### config.mk
export PLATFORM = sky130hd
export DESIGN_NAME = heading_pd_controller_flat
export DESIGN_NICKNAME = d
export VERILOG_FILES = /design/src/hdl/hpd_pkg.sv /design/src/hdl/hpd_if.sv /design/src/hdl/heading_pd_controller.sv /design/src/flat_wrapper.sv
export SDC_FILE = /design/constraint.sdc
export NUM_CORES = 2
export LEC_CHECK = 0
export BUFFER_PORTS_ARGS = -buffer_cell sky130_fd_sc_hd__buf_2
export CELL_PAD_IN_SITES_DETAIL_PLACEMENT = 1
export CELL_PAD_IN_SITES_GLOBAL_PLACEMENT = 1
export CORE_AREA = 2 2 225 282
export DETAILED_ROUTE_END_ITERATION = 7
export DIE_AREA = 0 0 227 284
export PLACE_DENSITY = 0.92
export RECOVER_POWER = 50
export SLEW_MARGIN = 5
export SYNTH_ARGS = -nofsm -noshare
export SYNTH_HDL_FRONTEND = slang
export SYNTH_SLANG_ARGS = --single-unit
### constraint.sdc
create_clock -name clk -period 10.4 [get_ports clk]
set_input_delay 1.56 -clock clk [delete_from_list [all_inputs] [get_ports clk]]
set_output_delay 1.56 -clock clk [all_outputs]
set_load 0.02 [all_outputs]
### src/hdl/hpd_pkg.sv
// ----------------------------------------------------------------------------
// hpd_pkg
// Types, constants and angle helpers for the heading PD controller.
// ----------------------------------------------------------------------------
package hpd_pkg;

  // payload types
  typedef logic        [12:0] heading_t;
  typedef logic signed [15:0] rate_t;
  typedef logic signed [9:0]  angle_t;
  typedef logic signed [12:0] bias_t;
  typedef logic signed [23:0] cmd_t;
  typedef logic signed [8:0]  deg_t;
  typedef logic        [15:0] gain_t;
  typedef logic signed [12:0] err_t;

  // configuration port
  localparam int ADDR_W = 5;
  localparam int DATA_W = 32;

  typedef enum logic [2:0] {
    REG_GAIN_P_CAMERA = 3'd0,
    REG_GAIN_D_CAMERA = 3'd1,
    REG_GAIN_P_GOALIE = 3'd2,
    REG_GAIN_D_GOALIE = 3'd3,
    REG_GAIN_P_NORMAL = 3'd4,
    REG_GAIN_D_NORMAL = 3'd5
  } reg_idx_t;

  // gain reset values, unsigned Q8.8 already divided by 4.5
  localparam gain_t GAIN_P_CAMERA_RST = 16'd273;
  localparam gain_t GAIN_D_CAMERA_RST = 16'd3413;
  localparam gain_t GAIN_P_GOALIE_RST = 16'd284;
  localparam gain_t GAIN_D_GOALIE_RST = 16'd2844;
  localparam gain_t GAIN_P_NORMAL_RST = 16'd626;
  localparam gain_t GAIN_D_NORMAL_RST = 16'd2844;

  // angle constants (whole degrees and 1/16 degree)
  localparam int DEG_HALF  = 180;
  localparam int DEG_FULL  = 360;
  localparam int FINE_HALF = 2880;
  localparam int FINE_FULL = 5760;

  // rounding and saturation of the command
  localparam int ROUND_HALF = 128;
  localparam int CMD_MAX    = 8388607;
  localparam int CMD_MIN    = -8388608;

  // input sample as held in the pipeline
  typedef struct packed {
    heading_t heading;
    rate_t    yaw_rate;
    logic     capture_offset;
    logic     camera_valid;
    logic     has_ball;
    logic     goalie;
    angle_t   front_target_angle;
    angle_t   rear_target_angle;
    bias_t    turn_bias;
  } sample_t;

  // wrap whole degrees into [-180,180), one period is enough for the input span
  function automatic deg_t wrap_deg(logic signed [10:0] x);
    logic signed [10:0] y;
    begin
      if (x > DEG_HALF - 1) begin
        y = 11'(x - DEG_FULL);
      end else if (x < -DEG_HALF) begin
        y = 11'(x + DEG_FULL);
      end else begin
        y = x;
      end
      return y[8:0];
    end
  endfunction

  // wrap 1/16 degree into [-2880,2880], up to two periods each way
  function automatic err_t wrap_fine(logic signed [15:0] x);
    logic signed [15:0] a;
    logic signed [15:0] b;
    begin
      if (x > FINE_HALF + FINE_FULL) begin
        a = 16'(x - 2 * FINE_FULL);
      end else if (x > FINE_HALF) begin
        a = 16'(x - FINE_FULL);
      end else begin
        a = x;
      end
      if (a < -FINE_HALF - FINE_FULL) begin
        b = 16'(a + 2 * FINE_FULL);
      end else if (a < -FINE_HALF) begin
        b = 16'(a + FINE_FULL);
      end else begin
        b = a;
      end
      return b[12:0];
    end
  endfunction

endpackage

### src/hdl/hpd_if.sv
// ----------------------------------------------------------------------------
// hpd_if
// Valid/ready channels for samples in and commands out.
// ----------------------------------------------------------------------------
interface hpd_sample_if import hpd_pkg::*; ();
  logic     valid;
  logic     ready;
  heading_t heading;
  rate_t    yaw_rate;
  logic     capture_offset;
  logic     camera_valid;
  logic     has_ball;
  logic     goalie;
  angle_t   front_target_angle;
  angle_t   rear_target_angle;
  bias_t    turn_bias;

  modport source (
    output valid, heading, yaw_rate, capture_offset, camera_valid, has_ball, goalie,
           front_target_angle, rear_target_angle, turn_bias,
    input  ready
  );
  modport sink (
    input  valid, heading, yaw_rate, capture_offset, camera_valid, has_ball, goalie,
           front_target_angle, rear_target_angle, turn_bias,
    output ready
  );
endinterface

interface hpd_result_if import hpd_pkg::*; ();
  logic valid;
  logic ready;
  cmd_t rotation_cmd;
  deg_t heading_error_deg;

  modport source (output valid, rotation_cmd, heading_error_deg, input ready);
  modport sink (input valid, rotation_cmd, heading_error_deg, output ready);
endinterface

### src/hdl/heading_pd_controller.sv
// Path: an accepted sample passes the input, error and result registers in order.
// Throughput: one sample per cycle; the three pipeline registers stall together
// only while a finished result waits to be taken.
// Reset: clears all valid flags and the heading offset, and loads the gain
// registers with their default values.
// ----------------------------------------------------------------------------
// heading_pd_controller
// Heading PD controller with angle wrap: mode select, error wrap, PD product.
// ----------------------------------------------------------------------------
module heading_pd_controller import hpd_pkg::*; (
  input  logic              clk,
  input  logic              rst,
  // configuration port
  input  logic              psel,
  input  logic              penable,
  input  logic              pwrite,
  input  logic [ADDR_W-1:0] paddr,
  input  logic [DATA_W-1:0] pwdata,
  output logic [DATA_W-1:0] prdata,
  output logic              pready,
  // channels
  hpd_sample_if.sink        sample,
  hpd_result_if.source      result
);

  // gain registers
  gain_t gain_p_camera;
  gain_t gain_d_camera;
  gain_t gain_p_goalie;
  gain_t gain_d_goalie;
  gain_t gain_p_normal;
  gain_t gain_d_normal;

  // pipeline state
  logic     adv;
  logic     s1_valid;
  sample_t  s1;
  heading_t heading_offset;
  logic     s2_valid;
  err_t     s2_err;
  gain_t    s2_kp;
  gain_t    s2_kd;
  rate_t    s2_rate;
  logic     out_valid;
  cmd_t     out_cmd;
  deg_t     out_deg;

  // configuration decode
  reg_idx_t cfg_idx;
  logic     cfg_wr;

  assign cfg_idx = reg_idx_t'(paddr[ADDR_W-1:2]);
  assign cfg_wr  = psel && penable && pwrite;
  assign pready  = 1'b1;

  always_ff @(posedge clk) begin
    if (rst) begin
      gain_p_camera <= GAIN_P_CAMERA_RST;
      gain_d_camera <= GAIN_D_CAMERA_RST;
      gain_p_goalie <= GAIN_P_GOALIE_RST;
      gain_d_goalie <= GAIN_D_GOALIE_RST;
      gain_p_normal <= GAIN_P_NORMAL_RST;
      gain_d_normal <= GAIN_D_NORMAL_RST;
    end else if (cfg_wr) begin
      unique case (cfg_idx)
        REG_GAIN_P_CAMERA: gain_p_camera <= pwdata[15:0];
        REG_GAIN_D_CAMERA: gain_d_camera <= pwdata[15:0];
        REG_GAIN_P_GOALIE: gain_p_goalie <= pwdata[15:0];
        REG_GAIN_D_GOALIE: gain_d_goalie <= pwdata[15:0];
        REG_GAIN_P_NORMAL: gain_p_normal <= pwdata[15:0];
        REG_GAIN_D_NORMAL: gain_d_normal <= pwdata[15:0];
        default: ;
      endcase
    end
  end

  // register read back
  always_comb begin
    unique case (cfg_idx)
      REG_GAIN_P_CAMERA: prdata = {16'd0, gain_p_camera};
      REG_GAIN_D_CAMERA: prdata = {16'd0, gain_d_camera};
      REG_GAIN_P_GOALIE: prdata = {16'd0, gain_p_goalie};
      REG_GAIN_D_GOALIE: prdata = {16'd0, gain_d_goalie};
      REG_GAIN_P_NORMAL: prdata = {16'd0, gain_p_normal};
      REG_GAIN_D_NORMAL: prdata = {16'd0, gain_d_normal};
      default:           prdata = '0;
    endcase
  end

  // whole pipeline moves unless the result register is full and held
  assign adv          = !(out_valid && !result.ready);
  assign sample.ready = adv;

  // stage 1: input register
  always_ff @(posedge clk) begin
    if (rst) begin
      s1_valid <= 1'b0;
    end else if (adv) begin
      s1_valid <= sample.valid;
    end
  end

  always_ff @(posedge clk) begin
    if (adv && sample.valid) begin
      s1.heading            <= sample.heading;
      s1.yaw_rate           <= sample.yaw_rate;
      s1.capture_offset     <= sample.capture_offset;
      s1.camera_valid       <= sample.camera_valid;
      s1.has_ball           <= sample.has_ball;
      s1.goalie             <= sample.goalie;
      s1.front_target_angle <= sample.front_target_angle;
      s1.rear_target_angle  <= sample.rear_target_angle;
      s1.turn_bias          <= sample.turn_bias;
    end
  end

  // error formation
  heading_t           off_eff;
  logic signed [13:0] rel;
  logic signed [13:0] rel_adj;
  logic signed [10:0] rel_deg;
  logic signed [10:0] tgt_neg;
  deg_t               t_w;
  deg_t               r_w;
  logic signed [9:0]  diff;
  logic signed [15:0] x_cam;
  logic signed [15:0] x_norm;
  logic signed [15:0] x_sel;
  logic               cam_mode;
  err_t               err;
  gain_t              kp_sel;
  gain_t              kd_sel;

  always_comb begin
    // capture applies to the same sample
    off_eff  = s1.capture_offset ? s1.heading : heading_offset;
    rel      = $signed({1'b0, s1.heading}) - $signed({1'b0, off_eff});
    // divide by 16, truncating toward zero
    rel_adj  = rel[13] ? 14'(rel + 14'sd15) : rel;
    rel_deg  = 11'(rel_adj >>> 4);
    cam_mode = s1.camera_valid && s1.has_ball;
    tgt_neg  = cam_mode ? -11'(s1.front_target_angle) : -11'(s1.rear_target_angle);
    t_w      = wrap_deg(tgt_neg);
    r_w      = wrap_deg(rel_deg);
    diff     = 10'(t_w) - 10'(r_w);
    x_cam    = $signed({3'b000, s1.heading}) + (16'(diff) <<< 4);
    x_norm   = 16'(rel) + 16'(s1.turn_bias);
    // mode priority: camera, goalie, normal
    priority if (cam_mode) begin
      x_sel  = x_cam;
      kp_sel = gain_p_camera;
      kd_sel = gain_d_camera;
    end else if (s1.goalie) begin
      x_sel  = x_cam;
      kp_sel = gain_p_goalie;
      kd_sel = gain_d_goalie;
    end else begin
      x_sel  = x_norm;
      kp_sel = gain_p_normal;
      kd_sel = gain_d_normal;
    end
    err = wrap_fine(x_sel);
  end

  // stage 2: error and selected gains, offset update
  always_ff @(posedge clk) begin
    if (rst) begin
      s2_valid       <= 1'b0;
      heading_offset <= '0;
    end else if (adv) begin
      s2_valid <= s1_valid;
      if (s1_valid && s1.capture_offset) begin
        heading_offset <= s1.heading;
      end
    end
  end

  always_ff @(posedge clk) begin
    if (adv && s1_valid) begin
      s2_err  <= err;
      s2_kp   <= kp_sel;
      s2_kd   <= kd_sel;
      s2_rate <= s1.yaw_rate;
    end
  end

  // pd product, round half up, saturate
  logic signed [32:0] prod_d;
  logic signed [29:0] prod_p;
  logic signed [33:0] raw;
  logic signed [25:0] shifted;
  cmd_t               cmd;
  logic signed [12:0] err_adj;
  deg_t               deg;

  always_comb begin
    prod_d  = $signed({1'b0, s2_kd}) * s2_rate;
    prod_p  = $signed({1'b0, s2_kp}) * s2_err;
    raw     = 34'(prod_d) - 34'(prod_p) + 34'(ROUND_HALF);
    shifted = 26'(raw >>> 8);
    if (shifted > CMD_MAX) begin
      cmd = 24'(CMD_MAX);
    end else if (shifted < CMD_MIN) begin
      cmd = 24'(CMD_MIN);
    end else begin
      cmd = shifted[23:0];
    end
    err_adj = s2_err[12] ? 13'(s2_err + 13'sd15) : s2_err;
    deg     = 9'(err_adj >>> 4);
  end

  // stage 3: result register
  always_ff @(posedge clk) begin
    if (rst) begin
      out_valid <= 1'b0;
    end else if (adv) begin
      out_valid <= s2_valid;
    end
  end

  always_ff @(posedge clk) begin
    if (adv && s2_valid) begin
      out_cmd <= cmd;
      out_deg <= deg;
    end
  end

  assign result.valid             = out_valid;
  assign result.rotation_cmd      = out_cmd;
  assign result.heading_error_deg = out_deg;

`ifndef ASSERT_OFF
  a_err_range: assert property (@(posedge clk) disable iff (rst)
    s2_valid |-> (s2_err >= -FINE_HALF && s2_err <= FINE_HALF))
    else $error("wrapped error out of range");

  a_deg_range: assert property (@(posedge clk) disable iff (rst)
    result.valid |-> (result.heading_error_deg >= -DEG_HALF &&
                      result.heading_error_deg <= DEG_HALF))
    else $error("heading error degrees out of range");

  a_offset_capture: assert property (@(posedge clk) disable iff (rst)
    (adv && s1_valid && s1.capture_offset) |=> (heading_offset == $past(s1.heading)))
    else $error("heading offset not captured");

  a_zero_cmd: assert property (@(posedge clk) disable iff (rst)
    (adv && s2_valid && s2_err == '0 && s2_rate == '0) |=> (out_cmd == '0))
    else $error("zero error and rate gave non-zero command");
`endif

endmodule

### src/flat_wrapper.sv
// flat-port wrapper written by rule: the top's interface ports become plain ports
module heading_pd_controller_flat import hpd_pkg::*;
  (clk, rst, psel, penable, pwrite, paddr, pwdata, prdata, pready, sample_valid, sample_heading, sample_yaw_rate, sample_capture_offset, sample_camera_valid, sample_has_ball, sample_goalie, sample_front_target_angle, sample_rear_target_angle, sample_turn_bias, sample_ready, result_valid, result_rotation_cmd, result_heading_error_deg, result_ready);
  hpd_sample_if sample_i ();
  hpd_result_if result_i ();
  input  logic clk;
  input  logic rst;
  input  logic psel;
  input  logic penable;
  input  logic pwrite;
  input  logic [ADDR_W-1:0] paddr;
  input  logic [DATA_W-1:0] pwdata;
  output logic [DATA_W-1:0] prdata;
  output logic pready;
  input wire logic [$bits(sample_i.valid)-1:0] sample_valid;
  input wire logic [$bits(sample_i.heading)-1:0] sample_heading;
  input wire logic [$bits(sample_i.yaw_rate)-1:0] sample_yaw_rate;
  input wire logic [$bits(sample_i.capture_offset)-1:0] sample_capture_offset;
  input wire logic [$bits(sample_i.camera_valid)-1:0] sample_camera_valid;
  input wire logic [$bits(sample_i.has_ball)-1:0] sample_has_ball;
  input wire logic [$bits(sample_i.goalie)-1:0] sample_goalie;
  input wire logic [$bits(sample_i.front_target_angle)-1:0] sample_front_target_angle;
  input wire logic [$bits(sample_i.rear_target_angle)-1:0] sample_rear_target_angle;
  input wire logic [$bits(sample_i.turn_bias)-1:0] sample_turn_bias;
  output wire logic [$bits(sample_i.ready)-1:0] sample_ready;
  output wire logic [$bits(result_i.valid)-1:0] result_valid;
  output wire logic [$bits(result_i.rotation_cmd)-1:0] result_rotation_cmd;
  output wire logic [$bits(result_i.heading_error_deg)-1:0] result_heading_error_deg;
  input wire logic [$bits(result_i.ready)-1:0] result_ready;
  assign sample_i.valid = sample_valid;
  assign sample_i.heading = sample_heading;
  assign sample_i.yaw_rate = sample_yaw_rate;
  assign sample_i.capture_offset = sample_capture_offset;
  assign sample_i.camera_valid = sample_camera_valid;
  assign sample_i.has_ball = sample_has_ball;
  assign sample_i.goalie = sample_goalie;
  assign sample_i.front_target_angle = sample_front_target_angle;
  assign sample_i.rear_target_angle = sample_rear_target_angle;
  assign sample_i.turn_bias = sample_turn_bias;
  assign sample_ready = sample_i.ready;
  assign result_valid = result_i.valid;
  assign result_rotation_cmd = result_i.rotation_cmd;
  assign result_heading_error_deg = result_i.heading_error_deg;
  assign result_i.ready = result_ready;
  heading_pd_controller u_core (.clk(clk), .rst(rst), .psel(psel), .penable(penable), .pwrite(pwrite), .paddr(paddr), .pwdata(pwdata), .prdata(prdata), .pready(pready), .sample(sample_i), .result(result_i));
endmodule
Yosys cells after proc, flatten, opt, wreduce, memory -nomap -nowiden. Cells that the tools add are included.

Bits in registers: 272. Bits of input ports: 110. Output and inout bits: 68. Word-level logic and storage cells: 100.

Add/subtract/negate cells: 18. $mul: 2. Order comparisons: 10. Eq/ne operators: 5. Multiplexer cells: 20. Bitwise gates (word level): 1. Reduce and logical (&&, ||, !) cells: 18.

Operator list (count): 16-bit two-way mux (8); 16-bit one-hot mux with 6 select lines (1); 13-bit two-way mux (3); 9-bit two-way mux (4); 34-bit by 9-bit adder with 34-bit output (second input constant) (1); 33-bit by 30-bit subtractor with 34-bit output (1); 17-bit by 16-bit multiplier with 33-bit output (1); 17-bit by 13-bit multiplier with 30-bit output (1); 13-bit adder (second input constant) (2); 26-bit by 24-bit > comparator with 1-bit output (second input constant) (1); 26-bit by 24-bit < comparator with 1-bit output (second input constant) (1); 24-bit two-way mux (1); 10-bit negator with 11-bit output (2); 9-bit adder (second input constant) (2); 9-bit subtractor (second input constant) (2); 16-bit by 13-bit > comparator with 1-bit output (second input constant) (1); 16-bit by 15-bit > comparator with 1-bit output (second input constant) (1); 16-bit by 13-bit < comparator with 1-bit output (second input constant) (1); 16-bit by 15-bit < comparator with 1-bit output (second input constant) (1); 16-bit by 14-bit subtractor with 16-bit output (second input constant) (1); 16-bit by 15-bit subtractor with 16-bit output (second input constant) (1); 14-bit by 13-bit adder with 15-bit output (1); 14-bit by 14-bit adder with 15-bit output (1); 14-bit by 5-bit adder with 14-bit output (second input constant) (1); 18 further kinds (34).

Depth between registers and ports, before layout.
Depth after elaboration: 17. Depth in mapped cells: 43. Mapped depth without buffers: 41.

Worst setup path before layout. OpenSTA, ideal clock, no wires.

Path kind: reg-to-reg. Start point: reg u_core.s1[36] (netlist bit). End point: reg u_core.s2_err[9] (data pin). Library setup time: 0.258 ns. Arrival time: 8.921 ns. Required time: 10.142 ns. Setup slack: 1.221 ns. Cell stages (with the launch flop): 40. Buffers on the path: 3. Clock period less this slack: 9.179 ns. Cells stage by stage: edfxtp_1 -> clkbuf_1 -> buf_1 -> mux2i_1 -> fa_1 -> a21o_1 -> a21oi_1 -> o21ai_1 -> a21oi_1 -> o21ai_0 -> a211o_1 -> a211oi_2 -> nand3_1 -> or4_1 -> xnor2_1 -> nor2_1 -> a22o_1 -> xnor2_1 -> [4 not listed] -> a21o_1 -> xor2_1 -> ha_1 -> or3_1 -> o21bai_1 -> a21oi_1 -> nor2b_1 -> o41a_1 -> buf_2 -> a31oi_2 -> o21ai_2 -> a211oi_4 -> mux2_2 -> o32ai_1 -> a211oi_1 -> o32ai_1 -> a21boi_1 -> xnor2_1.

Longest elaborated chain between the ends: 17. Elaborated cells between the ends (all ways): 27. Classes of those cells: 11 x add/sub; 6 x order compare; 10 x mux.

Ends and longest elaborated chain: from (decl) (line heading_pd_controller.sv:37) `sample_t s1;`; 13-bit two-way mux (*) (line heading_pd_controller.sv:136) `off_eff = s1.capture_offset ? s1.heading : heading_offset;`; 13-bit by 13-bit subtractor with 14-bit output (*) (line heading_pd_controller.sv:137) `rel = $signed({1'b0, s1.heading}) - $signed({1'b0, off_eff});`; 14-bit by 5-bit adder with 14-bit output (line heading_pd_controller.sv:139) `rel_adj = rel[13] ? 14'(rel + 14'sd15) : rel;`; 14-bit two-way mux (line heading_pd_controller.sv:139); 9-bit adder / 10-bit by 9-bit < comparator with 1-bit output (equally long branches) (line hpd_pkg.sv:69, hpd_pkg.sv:68); 9-bit two-way mux (line hpd_pkg.sv:68) `end else if (x < -DEG_HALF) begin`; 9-bit two-way mux (line hpd_pkg.sv:66) `if (x > DEG_HALF - 1) begin`; 9-bit by 9-bit subtractor with 10-bit output (line heading_pd_controller.sv:145) `diff = 10'(t_w) - 10'(r_w);`; [2 not listed]; 16-bit two-way mux (*) (line heading_pd_controller.sv:149) `priority if (cam_mode) begin`; 16-bit by 14-bit subtractor with 16-bit output / 16-bit by 13-bit > comparator with 1-bit output (equally long branches) (line hpd_pkg.sv:85, hpd_pkg.sv:84); 16-bit two-way mux (line hpd_pkg.sv:84) `end else if (x > FINE_HALF) begin`; 16-bit two-way mux (*) (line hpd_pkg.sv:82) `if (x > FINE_HALF + FINE_FULL) begin`; 13-bit adder / 16-bit by 13-bit < comparator with 1-bit output (equally long branches) (line hpd_pkg.sv:92, hpd_pkg.sv:91); 13-bit two-way mux (line hpd_pkg.sv:91) `end else if (a < -FINE_HALF) begin`; 13-bit two-way mux (*) (line hpd_pkg.sv:89) `if (a < -FINE_HALF - FINE_FULL) begin`; net u_core.err[9] (line heading_pd_controller.sv:130) `err_t err;`; to (signal assigned) (line heading_pd_controller.sv:180) `s2_err <= err;`; to (decl) (line heading_pd_controller.sv:40) `err_t s2_err;`.

The timed path passes the listed nets; every way through them passes the cells marked *. A chain may end at the register's enable or synchronous reset.

Final worst setup path.
Start point: reg u_core.s2_kp[5]. End point: reg u_core.out_cmd[0], in the netlist u_core.result.rotation_cmd[0] (data pin).

Longest elaborated chain between the ends: 5. Elaborated cells between the ends (all ways): 6. Classes of those cells: 2 x add/sub; 1 x mul; 2 x order compare; 1 x mux.

Ends and longest elaborated chain: from (decl) (line heading_pd_controller.sv:41) `gain_t s2_kp;`; from (signal assigned) (line heading_pd_controller.sv:181) `s2_kp <= kp_sel;`; 17-bit by 13-bit multiplier with 30-bit output (*) (line heading_pd_controller.sv:198) `prod_p = $signed({1'b0, s2_kp}) * s2_err;`; 33-bit by 30-bit subtractor with 34-bit output (*) (line heading_pd_controller.sv:199) `raw = 34'(prod_d) - 34'(prod_p) + 34'(ROUND_HALF);`; 34-bit by 9-bit adder with 34-bit output (*) (line heading_pd_controller.sv:199); 26-bit by 24-bit < comparator with 1-bit output (line heading_pd_controller.sv:203) `end else if (shifted < CMD_MIN) begin`; 24-bit two-way mux (line heading_pd_controller.sv:203); to (signal assigned) (line heading_pd_controller.sv:223) `out_cmd <= cmd;`; to (decl) (line heading_pd_controller.sv:45) `cmd_t out_cmd;`.

Mark *: on every way between the ends. The rest lies on a longest branch, timed or not.

==> impl_results.rst <==
.. list-table::
   :header-rows: 1

   * - Metric
     - Value
   * - Type of the most critical hold path
     - reg2reg
   * - Hold slack final
     - 0.4254 ns
   * - Number of library cell types mapped by synthesis
     - 89
   * - Maximum number of pins on one net before global-route repair
     - 113
   * - Post-synthesis area per instance
     - 9.249 sq um
   * - Critical path class
     - reg2reg
   * - Number of failing setup endpoints in the final timing report
     - 0
   * - Global-route met3 utilization
     - 8.873%
   * - Library cell used as clock root buffer
     - sky130_fd_sc_hd__clkbuf_16
   * - Maximum root-to-sink buffer count
     - 3
   * - Fin area
     - 0.03354 sq mm
   * - Post-synth top flop
     - sky130_fd_sc_hd__edfxtp_1
   * - Violations in the final reports
     - max-capacitance violations, max-slew violations
   * - Arr. time, crit path
     - 10.55 ns
   * - Biggest cell delay along the critical path
     - 0.74 ns
   * - Via count
     - 26.23k
   * - Antenna violations before repair
     - 5
   * - Met1 Track Usage GR
     - 36.67%
   * - DIE HEIGHT
     - 284 um
   * - Remaining antenna violation count after routing
     - 0
   * - Area occupied by multi-input gates
     - 0.02108 sq mm
   * - CP max stage cell
     - sky130_fd_sc_hd__edfxtp_1
   * - Largest fanout on the critical path
     - 20
   * - Layout filler cell count
     - 7095
   * - Transition time at the pin with the least slew margin
     - 5.284 ns
   * - Worst skew pair latency
     - 0.69 ns
   * - Hold-fix buffers, CTS
     - 0
   * - Total track usage
     - 36.02%
   * - Count of buffering cells on the critical path with inverters included
     - 6
   * - Number of flops mapped to enable cells by yosys
     - 160
   * - First-pass GRT wire length
     - 174.8 mm
   * - Top delay family on crit path
     - adder cells
   * - Met2 Use GR
     - 61.84%
   * - Most frequent cell on the critical path
     - sky130_fd_sc_hd__fa_1
   * - Max transition margin
     - -252.2%
   * - Die W
     - 227 um
   * - Clock transition at the registers of the reported paths
     - 0.07 ns
   * - CP endpoint kind
     - flop
   * - Num CTS Buffers
     - 30
   * - Setup Skew
     - 0.06549 ns
   * - Required time of the critical path
     - 10.76 ns
   * - Ratio of cells with drive above 1 in the final layout
     - 9.387%
   * - Run status
     - finished, violations left
   * - Area growth, synth to finish
     - 9.789%
   * - Num Clock Sinks
     - 272
   * - GRT Residual Overflow
     - 0
   * - Placeable core region
     - 0.06177 sq mm
   * - Number of nets in the final layout
     - 4205
   * - Pins over their slew limit
     - 363
   * - Share of flip-flops with an asynchronous set or reset after synthesis
     - 0%
   * - Sequential-to-total area share from yosys stat
     - 23.07%
   * - Register Area
     - 0.007047 sq mm
   * - Number of cell rows
     - 102
   * - Cell area after synthesis
     - 0.03055 sq mm
   * - Max Fclk
     - 0.09811 GHz
   * - Setup TNS after final layout
     - 0 ns
   * - Full die area
     - 0.06447 sq mm
   * - Cell area reported after detailed placement
     - 0.03216 sq mm
   * - Level count of the clock H-tree
     - 1
   * - Number of global-route vias before repair
     - 30.08k
   * - Port Buffer Count
     - 142
   * - Drt wl/cell
     - 27.19 um
   * - Register bit count reported by yosys
     - 272
   * - CTS tree
     - done
   * - I/O pin total
     - 178
   * - First-pass iteration count of the detailed router
     - 6
   * - Highest-utilization routing layer at the global route stage
     - met2
   * - Syn Inst Count
     - 3303
   * - Vias per cell
     - 6.134
   * - Global placement routability congestion
     - 0.8775
   * - DRC viols
     - 0
   * - Post-layout minimum cycle time
     - 10.19 ns
   * - Post-Route WL
     - 116.3 mm
   * - Warning count from the yosys run
     - 0
   * - Critical path startpoint category
     - flop
   * - Max Cap Violations
     - 6
   * - HPWL after detailed placement
     - 81.80 mm
   * - Initial Utilization
     - 49.46%
   * - Count of endpoints failing hold in the final timing report
     - 0
   * - Detailed router's first-iteration violation count
     - 1997
   * - Share of the cycle needed by the critical path after routing
     - 98.01%
[kinds of logic (layout without fill, tap and decap cells)]
| family | count (synthesis) | count (layout) | share of synthesized area (%) |
|---|---|---|---|
| and+or+nand+nor | 1060 | 1060 | 16.13 |
| buffers and inverters | 681 | 804 | 8.613 |
| adders and majority gates | 678 | 678 | 37.87 |
| AOI/OAI and AO/OA | 458 | 458 | 9.678 |
| DFF | 272 | 272 | 23.07 |
| xor gates and xnor gates | 93 | 93 | 2.666 |
| muxes | 59 | 59 | 1.954 |
| other | 2 | 20 | 0.02458 |
[cells in the final DEF (no fill, tap or decap), types with 13 or more instances in the layout]
cell type / Yosys / final
sky130_fd_sc_hd__o21a_1: 13 / 13
sky130_fd_sc_hd__fa_1: 411 / 411
sky130_fd_sc_hd__xnor2_1: 60 / 57
sky130_fd_sc_hd__nor2_1: 127 / 127
sky130_fd_sc_hd__conb_1: 2 / 17
sky130_fd_sc_hd__buf_2: 3 / 140
sky130_fd_sc_hd__dfxtp_1: 112 / 112
sky130_fd_sc_hd__nand2_1: 568 / 568
sky130_fd_sc_hd__edfxtp_1: 160 / 160
sky130_fd_sc_hd__clkbuf_16: 0 / 33
sky130_fd_sc_hd__inv_1: 525 / 524
sky130_fd_sc_hd__a21oi_1: 176 / 175
sky130_fd_sc_hd__nand3_1: 36 / 36
sky130_fd_sc_hd__a22oi_1: 53 / 53
sky130_fd_sc_hd__ha_1: 267 / 267
sky130_fd_sc_hd__nand3b_1: 35 / 35
sky130_fd_sc_hd__o21ai_0: 63 / 62
sky130_fd_sc_hd__nand2b_1: 25 / 25
sky130_fd_sc_hd__xor2_1: 33 / 31
sky130_fd_sc_hd__and2_1: 163 / 160
sky130_fd_sc_hd__mux2i_1: 54 / 53
sky130_fd_sc_hd__buf_4: 17 / 72
sky130_fd_sc_hd__nor3_1: 26 / 25
sky130_fd_sc_hd__nor2b_1: 15 / 15
sky130_fd_sc_hd__a21o_1: 16 / 16
sky130_fd_sc_hd__o211ai_1: 14 / 14
[cell usage after synthesis (54+ instances only)]
library cell               number  area share, %
sky130_fd_sc_hd__nor2_1       127            1.6
sky130_fd_sc_hd__o21ai_0       63            1.0
sky130_fd_sc_hd__nand2_1      568            7.0
sky130_fd_sc_hd__a21oi_1      176            2.9
sky130_fd_sc_hd__ha_1         267             11
sky130_fd_sc_hd__and2_1       163            3.3
sky130_fd_sc_hd__xnor2_1       60            1.7
sky130_fd_sc_hd__fa_1         411             27
sky130_fd_sc_hd__inv_1        525            6.5
sky130_fd_sc_hd__mux2i_1       54            1.8
sky130_fd_sc_hd__dfxtp_1      112            7.3
sky130_fd_sc_hd__clkbuf_1     126            1.5
sky130_fd_sc_hd__edfxtp_1     160             16
[flip-flops by register name, summed over array words and instances, names as in the netlist]
signal,cells
u_core.s1,66
u_core.result.rotation_cmd,24
u_core.s2_valid,1
u_core.gain_d_camera,16
u_core.gain_d_goalie,16
u_core.s2_err,13
u_core.s2_kp,16
u_core.s2_rate,16
u_core.gain_p_camera,16
u_core.s2_kd,16
u_core.gain_d_normal,16
u_core.gain_p_normal,16
u_core.heading_offset,13
u_core.s1_valid,1
u_core.result.valid,1
u_core.result.heading_error_deg,9
u_core.gain_p_goalie,16
[timing repair]
item / 4_1_cts / 5_1_grt
resized for setup: 0 / 20
setup endpoints to repair: 0 / 26
buffers inserted: 0 / 26
[layout make-up]
class                      count  share of cell area (%)
antenna                        3                 0.02238
clock buffer                  45                   2.720
clock inverter                11                  0.3208
inverter                     526                   5.898
multi-input combinational   2365                   62.85
sequential                   272                   21.01
tap                          832                   3.104
timing repair buffer         222                   4.077
[layer usage]
metal	vias to the layer above	wire length, um
met5	-	26
met4	4	11570
met3	784	9826
met2	1689	57120
met1	12939	37720
li1	10811	-
[worst paths after layout]
path,from,to,slack (ns),depth (start not counted)
min reg2reg,u_core.s1[37],u_core.s2_rate[0],0.43,0
min,u_core.s1[37],u_core.s2_rate[0],0.43,0
max reg2reg,u_core.s2_kp[5],u_core.result.rotation_cmd[0],0.21,28
max,u_core.s2_kp[5],u_core.result.rotation_cmd[0],0.21,28
[through the flow]
| step | std cells | util (%) | setup WS [ns] |
|---|---|---|---|
| final | 4276 | 54.30 | 0.2074 |
| after global routing | 4275 | 54.29 | -0.1428 |
| after CTS | 4247 | 53.72 | 0.1432 |
| after detailed placement | 4191 | 52.06 | 0.4129 |
| after global placement | 4191 | 52.06 | 0.7359 |
| after floorplan | 3318 | - | 1.221 |
Power is left out: the tool's default activity adds up to more than one toggle a clock period on the data nets, which glitch-free logic cannot reach.
